--- src/cpc_pkg.sv ---
package cpc_pkg;

	localparam int PIXEL_W = 8;
	localparam int COUNT_W = 18;
	localparam int DATA_W = 32;
	localparam int ADDR_W = 4;
	localparam int REG_IDX_W = 2;

	localparam int WIDTH_REG_W = 10;
	localparam int HEIGHT_REG_W = 9;
	localparam int THRESH_REG_W = 8;

	localparam logic [WIDTH_REG_W-1:0] WIDTH_RESET = WIDTH_REG_W'(320);
	localparam logic [HEIGHT_REG_W-1:0] HEIGHT_RESET = HEIGHT_REG_W'(200);
	localparam logic [THRESH_REG_W-1:0] THRESH_RESET = THRESH_REG_W'(128);

	localparam logic [REG_IDX_W-1:0] REG_IMAGE_WIDTH = 2'd0;
	localparam logic [REG_IDX_W-1:0] REG_IMAGE_HEIGHT = 2'd1;
	localparam logic [REG_IDX_W-1:0] REG_THRESHOLD = 2'd2;

	typedef struct packed {
		logic push;
		logic reload;
		logic left_wr;
		logic end_wr;
		logic left_flag;
		logic flag;
		logic [PIXEL_W-1:0] pixel;
	} cell_bus_t;

endpackage

--- src/cpc_cell.sv ---
module cpc_cell #(
	parameter int COL_W = 9,
	parameter int INDEX = 0
) (
	input  logic                          clk,
	input  logic [COL_W-1:0]              col,
	input  cpc_pkg::cell_bus_t            bus,
	input  logic [cpc_pkg::PIXEL_W-1:0]   nxt_st_pix,
	input  logic                          nxt_st_flag,
	input  logic [cpc_pkg::PIXEL_W-1:0]   nxt_rd_pix,
	input  logic                          nxt_rd_flag,
	output logic [cpc_pkg::PIXEL_W-1:0]   st_pix,
	output logic                          st_flag,
	output logic [cpc_pkg::PIXEL_W-1:0]   rd_pix,
	output logic                          rd_flag
);

	localparam logic [COL_W:0] SELF = (COL_W+1)'(INDEX);
	localparam logic [COL_W:0] NEIGH = (COL_W+1)'(INDEX + 1);

	logic [cpc_pkg::PIXEL_W-1:0] st_pix_q;
	logic                        st_flag_q;
	logic [cpc_pkg::PIXEL_W-1:0] rd_pix_q;
	logic                        rd_flag_q;
	logic [COL_W:0]              col_ext;

	assign col_ext = {1'b0, col};

	// The stored pair belongs to this cell's column; the readout pair walks
	// towards cell zero so that cell zero shows the column in hand; for column zero the stored pair of cell zero is used.
	always_ff @(posedge clk) begin
		if (bus.push) begin
			if (col_ext == SELF) begin
				st_pix_q <= bus.pixel;
			end
			if (bus.left_wr && col_ext == NEIGH) begin
				st_flag_q <= bus.left_flag;
			end else if (bus.end_wr && col_ext == SELF) begin
				st_flag_q <= bus.flag;
			end
			if (bus.reload) begin
				rd_pix_q  <= nxt_st_pix;
				rd_flag_q <= nxt_st_flag;
			end else begin
				rd_pix_q  <= nxt_rd_pix;
				rd_flag_q <= nxt_rd_flag;
			end
		end
	end

	assign st_pix  = st_pix_q;
	assign st_flag = st_flag_q;
	assign rd_pix  = rd_pix_q;
	assign rd_flag = rd_flag_q;

endmodule

--- config.mk ---
export PLATFORM = sky130hd
export DESIGN_NAME = cpc_cell
export DESIGN_NICKNAME = d
export VERILOG_FILES = /design/src/cpc_pkg.sv /design/src/cpc_cell.sv
export SDC_FILE = /design/constraint.sdc
export NUM_CORES = 1
export LEC_CHECK = 0
export BUFFER_PORTS_ARGS = -buffer_cell sky130_fd_sc_hd__buf_2
export CAP_MARGIN = 20
export CORE_MARGIN = 1.5
export CORE_UTILIZATION = 36
export DETAILED_ROUTE_END_ITERATION = 10
export PLACE_DENSITY = 0.73
export SYNTH_ARGS = -nofsm -noshare
export SYNTH_HDL_FRONTEND = slang
export SYNTH_SLANG_ARGS = --single-unit
--- constraint.sdc ---
create_clock -name clk -period 1.8 [get_ports clk]
set_input_delay 0.27 -clock clk [delete_from_list [all_inputs] [get_ports clk]]
set_output_delay 0.27 -clock clk [all_outputs]
set_load 0.005 [all_outputs]
* Word-level counts from Yosys, hierarchy flattened *
Index checks and enable logic that the tools add are counted.

storage, ports and cells
  memory bits (read-only) = 0
  memories = 0
  word-level logic and storage cells = 15
  output and inout port bits = 18
  register bits = 18
  memory bits (writable) = 0
  input bits = 42
  bits in latches = 0

cells by class
  $lt $le $gt $ge = 0
  reductions and logical operators = 6
  multiply operators = 0
  divide/modulo/power cells = 0
  shifts and indexed selects = 0
  equality and inequality tests = 1
  bitwise operators = 0
  multiplexer cells = 4
  $add $sub $neg = 0

operator list
  operator            number
  $logic_not 10->1    1
  $eq 9x1->1 const B  1
  $mux 8              1
  $reduce_and 2->1    2
  $mux 1              3
  $logic_and 1x1->1   2
  $reduce_bool 2->1   1

* Depth between registers and ports, before layout *
  depth after elaboration = 4
  mapped depth = 3
  gate-level depth less buffers = 3

* Least setup slack after synthesis *
Ideal clock, no wire load.

  path type = input -> register
  from = input port col[4]
  to = register st_pix_q (netlist bit st_pix[0]) (enable)
  data required time = 1.429 ns
  stages on the path = 3
  arrival time = 1.109 ns
  path slack = 0.320 ns
  path buffers = 0
  setup time = 0.371 ns
  path through = nor4_1 > nand3_1 > nor2_1

between the ends
  longest elaborated chain between the ends = 2

ends and longest elaborated chain
  item                               line            source
  start: declaration                 cpc_cell.sv:6   input logic [COL_W-1:0] col,
  $logic_not 10->1                   cpc_cell.sv:33  if (col_ext == SELF) begin
  $reduce_and 2->1 (no source line)  -
  end signal: assignment             cpc_cell.sv:34  st_pix_q <= bus.pixel;
  end: declaration                   cpc_cell.sv:21  logic [cpc_pkg::PIXEL_W-1:0] st_pix_q;

No other way between the ends.
A chain may end at the register's enable or synchronous reset.

* Worst setup path in the final report *
  from = input port col[1]
  to = register st_flag_q (netlist: st_flag), data pin

between the ends
  longest elaborated chain between the ends = 3

ends and longest elaborated chain
  item                    line            source
  $eq 9x1->1              cpc_cell.sv:36  if (bus.left_wr && col_ext == NEIGH) begin
  $logic_and 1x1->1       cpc_cell.sv:36
  $mux 1                  cpc_cell.sv:36
  end signal: assignment  cpc_cell.sv:37  st_flag_q <= bus.left_flag;
  end signal: assignment  cpc_cell.sv:39  st_flag_q <= bus.flag;
  end: declaration        cpc_cell.sv:22  logic st_flag_q;

No other way between the ends.

==> results.cfg <==
[drt]
wl_per_cell_um = 10.96
via_count = 563
vias_per_cell = 4.540
route.detailed.drc = 0
drt_wl_total_um = 1359
drtIter0Drc = 0
postRouteAntennaNets = 0
drt_first_pass_iters = 1

[worst_setup_path]
critPathKind = primary input to register
end_kind = register
start_kind = primary input
arrival_ns = 1.21
critPathMaxFanout = 2
required_ns = 1.85

[global_route]
grt_pass1_vias = 451
grt_pass1_wl_um = 1794
grt_overflow = 0
grt_antenna_before_repair = 0
grt_usage_pct = 12.03
grt_max_degree = 11

[clock_tree]
clockRootBuffer = clkbuf_4
cts_tree = built
clock-sinks = 18
cts_resized = 0
htreeDepth = 1
postCtsSetupRepairBufs = 0
clockBufferDepth = 2
path_clk_slew_ns = 0.10
ctsHoldBuffers = 0
numCtsBuffers = 3

[synth]
netlist_instances = 36
synthesis.area_per_instance_um2 = 19.43
ys_types = 9
ys_seq_area_share_pct = 77.28
synth_area_um2 = 699.4
synth_nets = 78
yosysWarnings = 0
ys_ff_latch = 18

[floorplan]
num_rows = 15
die_x_um = 47.08
ios = 60
core_area_mm2 = 0.001783
die_area_mm2 = 0.002216
die_h_um = 47.08
initial_core_util_pct = 39.23

[sta]
period_share_pct = 64.73
fmax_mhz = 858.3
tightest_slew_ns = 0.3631
slew_headroom_pct = 75.57
setup_viol = 0
fin_crit_ns = 1.165
finalHoldViolCount = 0
rsz0062_at_grt = no
fin_tns_setup_ns = 0
slew_violations = 0

[placement]
gp_congestion = 0.6858
io_buffer_count = 59
dp_hpwl_um = 1125

[cells_and_area]
finalNetCount = 142
final_core_util_pct = 59.16
multi_input_area_um2 = 153.9
n_fill_cell = 147
seq_area_um2 = 540.5
diodes = 0
drive_gt1_share_pct = 72.73
syn_to_final_growth_pct = 50.80

[power_and_ir_drop]
power.density_mw_per_mm2 = 739.1
leakage_nw = 0.4721
ir_drop_mv = 0.2861

[run]
drv_cap = 0

[run_status]
outcome = finished clean

[min_path]
worst_hold_path_type = primary input to register
-- kinds of logic after synthesis --
group                  after synthesis  share of synthesized area [%]
DFF                                 18                          77.28
and+or+nand+nor                      6                          4.472
buffers and inverters                1                         0.7149
muxes                               11                          17.53
-- metal layers --
metal | GRT usage, % | wire length (µm) | vias up
met4 | 10.00 | 19 | 0
met3 | 1.154 | 88 | 2
met5 | 0 | 0 | -
li1 | - | - | 270
met1 | 13.18 | 515 | 260
met2 | 20.82 | 736 | 31
-- worst paths after layout --
kind | startpoint | endpoint | slack [ns] | cells after the start
max | col[1] | st_flag | 0.63 | 4
min | bus[4] | st_pix[4] | 0.15 | 1
-- placed cells by master, fill, tap and decap left out --
| cell | count |
|---|---|
| mux2_2 | 9 |
| clkinv_1 | 1 |
| buf_4 | 1 |
| clkbuf_4 | 3 |
| nor2_1 | 2 |
| mux2i_1 | 1 |
| nor4_1 | 2 |
| mux2_1 | 1 |
| nand4_1 | 1 |
| edfxtp_1 | 18 |
| nand3_1 | 1 |
| buf_2 | 59 |
-- metrics by stage --
| step | setup WS [ns] | hold slack [ns] | cell area (µm²) | total power, mW | instances |
|---|---|---|---|---|---|
| global placement | 0.3696 | 0.4474 | 1028 | 0.5864 | 120 |
| CTS | 0.6235 | 0.1440 | 1055 | 0.7847 | 124 |
| finish | 0.6349 | 0.1484 | 1055 | 0.7795 | 124 |
| global route | 0.5339 | 0.1415 | 1055 | 0.8096 | 124 |
| detailed placement | 0.3184 | 0.4484 | 1028 | 0.5901 | 120 |
| floorplan | 0.3195 | 0.3689 | 699.4 | 0.5243 | 36 |
-- worst max-delay path, stage by stage --
cell     delay [ns]
buf_2          0.10
nor4_1         0.37
nand4_1        0.15
mux2_1         0.33
-- power breakdown --
group,switching [mW],leakage [nW],internal (mW)
Combinational,0.0326,0.288,0.0588
Clock,0.120,0.0154,0.0805
Sequential,0.00409,0.169,0.483
-- synth_stat cells, drive strengths merged --
cell / n / area share, %
nand3: 1 / 0.71
nor4: 2 / 1.8
nor2: 2 / 1.1
edfxtp: 18 / 77
nand4: 1 / 0.90
mux2i: 1 / 1.4
mux2: 10 / 16
buf: 1 / 0.71
-- flip-flops by register name (all words and copies together) (netlist names) --
| register | count |
|---|---|
| rd_pix | 8 |
| st_pix | 8 |
| rd_flag | 1 |
| st_flag | 1 |
-- cell type report --
class / instances / share of cell area (%)
Multi-Input combinational cell: 17 / 14.59
Tap cell: 25 / 2.966
Clock buffer: 3 / 2.135
Clock inverter: 1 / 0.3559
Sequential cell: 18 / 51.25
Timing Repair Buffer: 60 / 28.71
Note: power is estimated with default switching activity, not from simulation.
